File: src/design/window_equal_pair_counter_top_assert.svh
// Assertion macros for the window equal pair counter.
// Depends on nothing; included by the top level.
`ifndef WINDOW_EQUAL_PAIR_COUNTER_TOP_ASSERT_SVH
`define WINDOW_EQUAL_PAIR_COUNTER_TOP_ASSERT_SVH
`ifndef NO_ASSERTIONS
`define WEPC_ASSERT_IMPL(lbl, ante, cons) \
   lbl: assert property (@(posedge clock) disable iff (reset) (ante) |-> (cons)) \
      else $error("wepc implication check failed");
`define WEPC_ASSERT_NEXT(lbl, ante, cons) \
   lbl: assert property (@(posedge clock) disable iff (reset) (ante) |=> (cons)) \
      else $error("wepc next-cycle check failed");
`else
`define WEPC_ASSERT_IMPL(lbl, ante, cons)
`define WEPC_ASSERT_NEXT(lbl, ante, cons)
`endif
`endif

File: src/design/wepc_pkg.sv
// Shared constants and types for the window equal pair counter.
// Depends on nothing.
package wepc_pkg;
   localparam int ELEMENTS  = 65536;
   localparam int IDX_W     = $clog2(ELEMENTS);
   localparam int POS_W     = IDX_W + 1;
   localparam int COLORS    = 65536;
   localparam int COLOR_W   = 16;
   localparam int CNT_W     = 17;
   localparam int PAIR_W    = 32;
   localparam int WIDTH_W   = 17;
   localparam int CLR_DEPTH = (ELEMENTS > COLORS) ? ELEMENTS : COLORS;
   localparam int CLR_W     = $clog2(CLR_DEPTH);

   localparam logic CMD_LOAD     = 1'b0;
   localparam logic CMD_QUERY    = 1'b1;
   localparam logic STATUS_OK    = 1'b0;
   localparam logic STATUS_ORDER = 1'b1;

   typedef struct packed {
      logic                 err;
      logic [PAIR_W-1:0]    pairs;
      logic [WIDTH_W-1:0]   width;
   } red_req_type;

   typedef struct packed {
      logic [30:0] numerator;
      logic [30:0] denominator;
      logic        status;
   } red_rsp_type;
endpackage

File: src/design/wepc_reduce.sv
// Fraction reduction: window pair count w*(w-1)/2, binary gcd, restoring division.
// Depends on wepc_pkg.
module wepc_reduce (
   input  logic                  clock,
   input  logic                  reset,
   input  wepc_pkg::red_req_type req,
   input  logic                  req_valid,
   output logic                  req_ready,
   output wepc_pkg::red_rsp_type rsp,
   output logic                  rsp_valid,
   input  logic                  rsp_ready
);
   typedef enum logic [2:0] {
      R_IDLE, R_MUL, R_DEN, R_CHK, R_GCD, R_DIVN, R_DIVD, R_DONE
   } state_type;

   state_type state_ff, state_in;
   logic err_ff, err_in;
   logic [31:0] num_ff, num_in, den_ff, den_in, a_ff, a_in, b_ff, b_in, g_ff, g_in;
   logic [31:0] dvd_ff, dvd_in, rem_ff, rem_in;
   logic [16:0] w_ff, w_in;
   logic [33:0] prod_ff, prod_in;
   logic [4:0] k_ff, k_in, cnt_ff, cnt_in;
   wepc_pkg::red_rsp_type res_ff, res_in;
   logic [31:0] rem_sh;
   logic rem_ge;

   always_comb begin
      rem_sh = {rem_ff[30:0], dvd_ff[31]};
      rem_ge = rem_sh >= g_ff;
      state_in = state_ff;
      err_in = err_ff;
      num_in = num_ff;
      den_in = den_ff;
      a_in = a_ff;
      b_in = b_ff;
      g_in = g_ff;
      dvd_in = dvd_ff;
      rem_in = rem_ff;
      w_in = w_ff;
      prod_in = prod_ff;
      k_in = k_ff;
      cnt_in = cnt_ff;
      res_in = res_ff;
      case (state_ff)
         R_IDLE: begin
            if (req_valid) begin
               err_in = req.err;
               num_in = req.pairs;
               w_in = req.width;
               state_in = R_MUL;
            end
         end
         R_MUL: begin
            prod_in = 34'(w_ff) * 34'(w_ff - 17'd1);
            state_in = R_DEN;
         end
         R_DEN: begin
            den_in = prod_ff[32:1];
            state_in = R_CHK;
         end
         R_CHK: begin
            if (err_ff || num_ff == '0 || den_ff == '0) begin
               res_in.numerator = '0;
               res_in.denominator = 31'd1;
               res_in.status = err_ff ? wepc_pkg::STATUS_ORDER : wepc_pkg::STATUS_OK;
               state_in = R_DONE;
            end else begin
               a_in = num_ff;
               b_in = den_ff;
               k_in = '0;
               state_in = R_GCD;
            end
         end
         R_GCD: begin
            if (a_ff == '0 || b_ff == '0) begin
               g_in = (a_ff | b_ff) << k_ff;
               dvd_in = num_ff;
               rem_in = '0;
               cnt_in = '0;
               state_in = R_DIVN;
            end else if (!a_ff[0] && !b_ff[0]) begin
               a_in = a_ff >> 1;
               b_in = b_ff >> 1;
               k_in = k_ff + 5'd1;
            end else if (!a_ff[0]) begin
               a_in = a_ff >> 1;
            end else if (!b_ff[0]) begin
               b_in = b_ff >> 1;
            end else if (a_ff >= b_ff) begin
               a_in = a_ff - b_ff;
            end else begin
               b_in = b_ff - a_ff;
            end
         end
         R_DIVN, R_DIVD: begin
            rem_in = rem_ge ? (rem_sh - g_ff) : rem_sh;
            dvd_in = {dvd_ff[30:0], rem_ge};
            cnt_in = cnt_ff + 5'd1;
            if (cnt_ff == 5'd31) begin
               rem_in = '0;
               cnt_in = '0;
               if (state_ff == R_DIVN) begin
                  res_in.numerator = dvd_in[30:0];
                  dvd_in = den_ff;
                  state_in = R_DIVD;
               end else begin
                  res_in.denominator = dvd_in[30:0];
                  res_in.status = wepc_pkg::STATUS_OK;
                  state_in = R_DONE;
               end
            end
         end
         R_DONE: begin
            if (rsp_ready) begin
               state_in = R_IDLE;
            end
         end
         default: begin
            state_in = R_IDLE;
         end
      endcase
   end

   always_ff @(posedge clock) begin
      if (reset) begin
         state_ff <= R_IDLE;
      end else begin
         state_ff <= state_in;
      end
      err_ff  <= err_in;
      num_ff  <= num_in;
      den_ff  <= den_in;
      a_ff    <= a_in;
      b_ff    <= b_in;
      g_ff    <= g_in;
      dvd_ff  <= dvd_in;
      rem_ff  <= rem_in;
      w_ff    <= w_in;
      prod_ff <= prod_in;
      k_ff    <= k_in;
      cnt_ff  <= cnt_in;
      res_ff  <= res_in;
   end

   assign req_ready = (state_ff == R_IDLE);
   assign rsp_valid = (state_ff == R_DONE);
   assign rsp = res_ff;
endmodule
File: config.mk
export PLATFORM = sky130hd
export DESIGN_NAME = wepc_reduce
export DESIGN_NICKNAME = d
export VERILOG_FILES = /design/src/design/window_equal_pair_counter_top_assert.svh /design/src/design/wepc_pkg.sv /design/src/design/wepc_reduce.sv
export SDC_FILE = /design/constraint.sdc
export NUM_CORES = 1
export LEC_CHECK = 0
export ABC_CLOCK_PERIOD_IN_PS = 13400
export BUFFER_PORTS_ARGS = -buffer_cell sky130_fd_sc_hd__buf_2
export CAP_MARGIN = 10
export CORE_MARGIN = 10
export CORE_UTILIZATION = 65
export DETAILED_ROUTE_END_ITERATION = 8
export PLACE_DENSITY = 0.83
export SKIP_CTS_REPAIR_TIMING = 1
export SLEW_MARGIN = 20
export SYNTH_ARGS = -nofsm -noshare
export SYNTH_HDL_FRONTEND = slang
export SYNTH_SLANG_ARGS = --single-unit
File: constraint.sdc
create_clock -name clock -period 13.4 [get_ports clock]
set_clock_uncertainty 0.2 [all_clocks]
set_input_delay 2.01 -clock clock [delete_from_list [all_inputs] [get_ports clock]]
set_output_delay 2.01 -clock clock [all_outputs]
set_load 0.02 [all_outputs]
==> results of run 1 <==
==> final cells by class <==
| type | count | share of cell area (%) |
|---|---|---|
| Multi-Input combinational cell | 2209 | 55.32 |
| Inverter | 481 | 5.317 |
| Clock inverter | 26 | 0.7922 |
| Timing Repair Buffer | 149 | 2.425 |
| Tap cell | 615 | 2.266 |
| Clock buffer | 48 | 3.099 |
| Sequential cell | 349 | 30.78 |
==> final timing paths <==
path | to | slack [ns] | cells after the start
max | prod_ff[32]$_DFFE_PP_ | 3.76 | 28
min | den_ff[4]$_DFFE_PP_ | 0.22 | 0
max reg2reg | prod_ff[32]$_DFFE_PP_ | 3.76 | 28
min reg2reg | den_ff[4]$_DFFE_PP_ | 0.22 | 0
==> critical path: cells and delay by family, from the launching register on <==
family,cells,cell delay [ns]
flops,1,0.60
buf+inv,5,0.64
xor+xnor,1,0.09
compound gates,7,2.03
simple gates,6,1.68
fa+ha+maj,9,4.13
==> metrics by stage <==
step	cell area (µm²)	util, %
global route	33960	70.97
global placement	32630	68.20
floorplan	31580	-
CTS	33950	70.97
finish	33960	70.97
detailed placement	32630	68.20
==> state kept, by name, summed over array words and instances (netlist names), 5 cells and up <==
register  flops
rem_ff       31
k_ff          5
b_ff         32
cnt_ff        5
w_ff         17
num_ff       32
dvd_ff       32
rsp          63
g_ff         32
prod_ff      32
den_ff       32
a_ff         32
==> layer usage <==
layer	track usage (%)	up-vias	routed length, µm
li1	-	10906	-
met3	6.423	218	9550
met5	0	-	13
met4	12.92	2	3770
met1	43.74	12084	37030
met2	51.49	1369	42580
==> cell families (layout without fill, tap and decap cells) <==
family                     Yosys count  count (layout)
DFF                                349             349
buffers and inverters              625             704
AOI/OAI and AO/OA                  529             529
adders and majority gates          505             505
and+or+nand+nor                    952             952
muxes                              108             108
xor gates and xnor gates           115             115
==> synthesized netlist by cell type (51+ instances only) <==
cell      instances
a21oi_1         166
clkbuf_1        114
edfxtp_1        346
fa_1            243
ha_1            262
inv_1           476
mux2i_1          77
nand2_1         143
nand2b_1        173
nor2_1          260
nor2b_1         113
nor3_1           51
nor4_1           54
o21ai_0         117
xnor2_1          93
==> results.toml, run 1 <==
[layout]
final_cell_mix = "476 x inv_1, 346 x edfxtp_1, 262 x ha_1"
syn_to_final_growth_pct = 7.528
multi_input_area_um2 = 18790
fill_cells = 3549
final_common_cell = "inv_1"
final_cells = 3877
diodes = 0
drive_gt1_share_pct = 8.492
nets = 3790
regArea_um2 = 10450

[synthesis]
synthDistinctLibCells = 75
synth.area.top_cells = "edfxtp_1 33%, fa_1 15%, ha_1 10%, inv_1 5.7%, nand2b_1 3.4%"
synth.top_cell.area_share_pct = 32.90
synth.area.mux_share_pct = 4.117
avgSynthCellArea_um2 = 9.921
synthSimpleGateAreaFrac_pct = 15.60
yosysTopAreaCell = "edfxtp_1"
synth_warnings = 0
synth_top_flop_cell = "edfxtp_1"
netlist_area_um2 = 31580
synth_edf_count = 346
syn_nets = 3742
synth_compound_area_share_pct = 10.68
async_flop_share_pct = 0
yosysSeqAreaShare_pct = 33.09
synthCells = 3183
synth_xor_xnor_area_share_pct = 3.190
synth_top_family_by_area = "adder cells"
synth-seq-cells = 349
synth_adder_area_share_pct = 25.79

[timing]
worst_pin_slew_ns = 1.089
slew_viol_final = 0
slew-limit-headroom_pct = 26.23
hold_slack_ns = 0.2159
hold_viol_final = 0
period_needed_ns = 9.641
fin_tns_setup_ns = 0
worst_slack_ns = 3.759
rsz0062_at_grt = "false"
period_share_pct = 71.95
setup_violations = 0
max_freq_mhz = 103.7

[clock_tree]
cts-htree-levels = 2
cts_root_buf = "clkbuf_16"
cts_tree = "yes"
cts_buffer_depth = 3
cts-buffers-inserted = 41
clkLatencyLatePin_ns = 0.60
cts_sinks = 349
cts.clk_slew.worst_paths_ns = 0.07

[worst_setup_path]
cp_slowest_cell = "ha_1"
critPathKind = "register to register"
cp-startpoint = "w_ff[1]$_DFFE_PP_"
cpMostUsedCell = "fa_1"
arrival_ns = 9.79
slowest_delay_ns = 0.67
critPathMaxFanout = 16
setup.worst_path.end_class = "register"
r2r-start = "w_ff[1]$_DFFE_PP_"
start_kind = "register"
required_ns = 13.55

[global_route]
grt_usage_pct = 32.63
grt_overflow = 0
antenna_found_initial = 1
grt_max_degree = 93
grt_pass1_vias = 25012
grt_pass1_wl_um = 144600

[routing]
ant_nets = 0
routedWlPerCell_um = 23.97
via_per_inst = 6.340
via_count = 24579
wl_um = 92950
drc = 0
drt-pass1-iter-count = 6
drt_iter0_markers = 3113

[placement]
dp_slack_ns = 4.021
dp_hpwl_um = 71400
gp_congestion = 0.9911
dp.cells = 3803
port_buffers = 118

[die]
io_pins = 119
core-area_um2 = 47850
die-area_um2 = 57800
die_h_um = 240.4
start_util_pct = 66.00
die_x_um = 240.4
rows = 80

[job]
maxCapViolCount = 0

[min_path]
min-delay-start = "prod_ff[5]$_DFFE_PP_"
hp-class = "register to register"

[status]
status = "finished clean"
Power of run 1 is left out: the tool's default activity adds up to more than one toggle a clock period on the data nets, which glitch-free logic cannot reach.
==> run 2: changes to the inputs <==
--- a/config.mk
+++ b/config.mk
@@ -5,13 +5,13 @@
 export SDC_FILE = /design/constraint.sdc
 export NUM_CORES = 1
 export LEC_CHECK = 0
-export ABC_CLOCK_PERIOD_IN_PS = 13400
+export ABC_CLOCK_PERIOD_IN_PS = 9900
 export BUFFER_PORTS_ARGS = -buffer_cell sky130_fd_sc_hd__buf_2
 export CAP_MARGIN = 10
 export CORE_MARGIN = 10
-export CORE_UTILIZATION = 65
+export CORE_UTILIZATION = 64
 export DETAILED_ROUTE_END_ITERATION = 8
-export PLACE_DENSITY = 0.83
+export PLACE_DENSITY = 0.82
 export SKIP_CTS_REPAIR_TIMING = 1
 export SLEW_MARGIN = 20
 export SYNTH_ARGS = -nofsm -noshare
==> constraint.sdc (replaced) <==
create_clock -name clock -period 9.9 [get_ports clock]
set_clock_uncertainty 0.2 [all_clocks]
set_input_delay 1.485 -clock clock [delete_from_list [all_inputs] [get_ports clock]]
set_output_delay 1.485 -clock clock [all_outputs]
set_load 0.02 [all_outputs]
==> run 2 against run 1 <==
Register-to-register slack worse by 3.3 ns. Final area up 0.42%. Final cell count up 1.3%. Sequential cell count unchanged. Via count down 0.35%. Critical endpoint unchanged. Largest cell class unchanged.
==> results.toml, run 2 (synthesized netlist as in run 1, its figures left out) <==
[global_route]
grt_pass1_vias = 24487
grt_max_degree = 69
antenna_found_initial = 3
grt_usage_pct = 31.59
grt_overflow = 0
grt_pass1_wl_um = 144400

[worst_setup_path]
critPathKind = "register to register"
path_buf_inv = 5
rr_worst_depth = 28
arrival_ns = 9.58
setup.worst_path.end_class = "register"
r2r_end = "prod_ff[32]$_DFFE_PP_"
start_kind = "register"
r2r-start = "w_ff[1]$_DFFE_PP_"
cp_slowest_cell = "edfxtp_1"
ff2ff_setup_slack_ns = 0.44
slowest_delay_ns = 0.59
cpMostUsedCell = "fa_1"
path_delay_family = "adder cells"
critPathMaxFanout = 16
required_ns = 10.02

[layout]
post-route-util_pct = 69.80
final_cells = 3926
drive_gt1_share_pct = 8.676
final_common_cell = "inv_1"
fill_cells = 3659
nets = 3791
final_cell_mix = "476 x inv_1, 346 x edfxtp_1, 261 x ha_1"
syn_to_final_growth_pct = 7.984
largest_register_ff_count = 63
diodes = 0

[die]
core-area_um2 = 48850
rows = 81
die_x_um = 242.1
start_util_pct = 64.64
die-area_um2 = 58620
die_h_um = 242.1
io_pins = 119

[min_path]
min-delay-start = "prod_ff[13]$_DFFE_PP_"
hold_depth = 0
hp-class = "register to register"
hold_end = "den_ff[12]$_DFFE_PP_"

[timing]
period_share_pct = 95.51
worst_pin_slew_ns = 1.103
period_needed_ns = 9.456
hold_viol_final = 0
slew_viol_final = 0
setup_violations = 0
fin_tns_setup_ns = 0
hold_slack_ns = 0.2208
max_freq_mhz = 105.8
rsz0062_at_grt = "false"
slew-limit-headroom_pct = 25.32

[routing]
drc = 0
via_count = 24493
ant_nets = 0
routedWlPerCell_um = 23.83
drt_iter0_markers = 2717
wl_um = 93560
drt-pass1-iter-count = 6
via_per_inst = 6.239

[job]
maxCapViolCount = 0

[clock_tree]
cts_sinks = 349
cts_root_buf = "clkbuf_16"
clkLatencyLatePin_ns = 0.59
cts.clk_slew.worst_paths_ns = 0.07
cts_tree = "yes"
cts_buffer_depth = 3
cts-buffers-inserted = 38
cts-htree-levels = 2

[placement]
port_buffers = 118
dp_hpwl_um = 72010
gp_congestion = 1.019
dp.cells = 3856

[status]
status = "finished clean"
-- run 2: changes by cell type in the layout (fill, tap and decap cells not counted), sizes merged --
cell / delta
buf: +4
bufinv: +4
clkbuf: -3
clkinvlp: -3
clkinv: -2
-- run 2: per-layer routing --
layer	global-route usage, %	vias to the layer above	share of wire (%)	wire (µm)
met4	13.65	2	4.8	4536
met2	50.08	1278	46	42800
met5	0	-	0.013	12
met3	5.181	219	9.6	8949
met1	42.43	12092	40	37260
li1	-	10902	-	-
-- run 2: worst max-delay path by stage --
| stage | from | to | slack (ns) | cells after the start |
|---|---|---|---|---|
| 2_1_floorplan | w_ff[0]$_DFFE_PP_ | prod_ff[32]$_DFFE_PP_ | 1.51 | 30 |
| 3_3_place_gp | w_ff[1]$_DFFE_PP_ | prod_ff[32]$_DFFE_PP_ | 0.91 | 28 |
| 3_5_place_dp | w_ff[1]$_DFFE_PP_ | prod_ff[32]$_DFFE_PP_ | 0.55 | 28 |
| 4_1_cts | w_ff[1]$_DFFE_PP_ | prod_ff[32]$_DFFE_PP_ | 0.48 | 28 |
| 5_1_grt | w_ff[1]$_DFFE_PP_ | prod_ff[32]$_DFFE_PP_ | 0.12 | 28 |
| 6_report | w_ff[1]$_DFFE_PP_ | prod_ff[32]$_DFFE_PP_ | 0.44 | 28 |
-- run 2: layout make-up --
class	instances	area [µm²]	area share, %
clock buffers	45	998.5	2.928
clock inverters	25	371.6	1.090
inverters	481	1805	5.295
multi-input cells	2209	18790	55.10
flip-flops and latches	349	10450	30.65
well taps	664	830.8	2.436
repair buffers	153	853.3	2.502
-- run 2: per-stage QoR --
step	setup slack (ns)	area, µm²
after floorplan	1.507	31580
after global placement	0.9084	32730
after detailed placement	0.5473	32730
after CTS	0.4800	34100
after global routing	0.1236	34100
final	0.4443	34100
Power of run 2 is left out for the same reason.
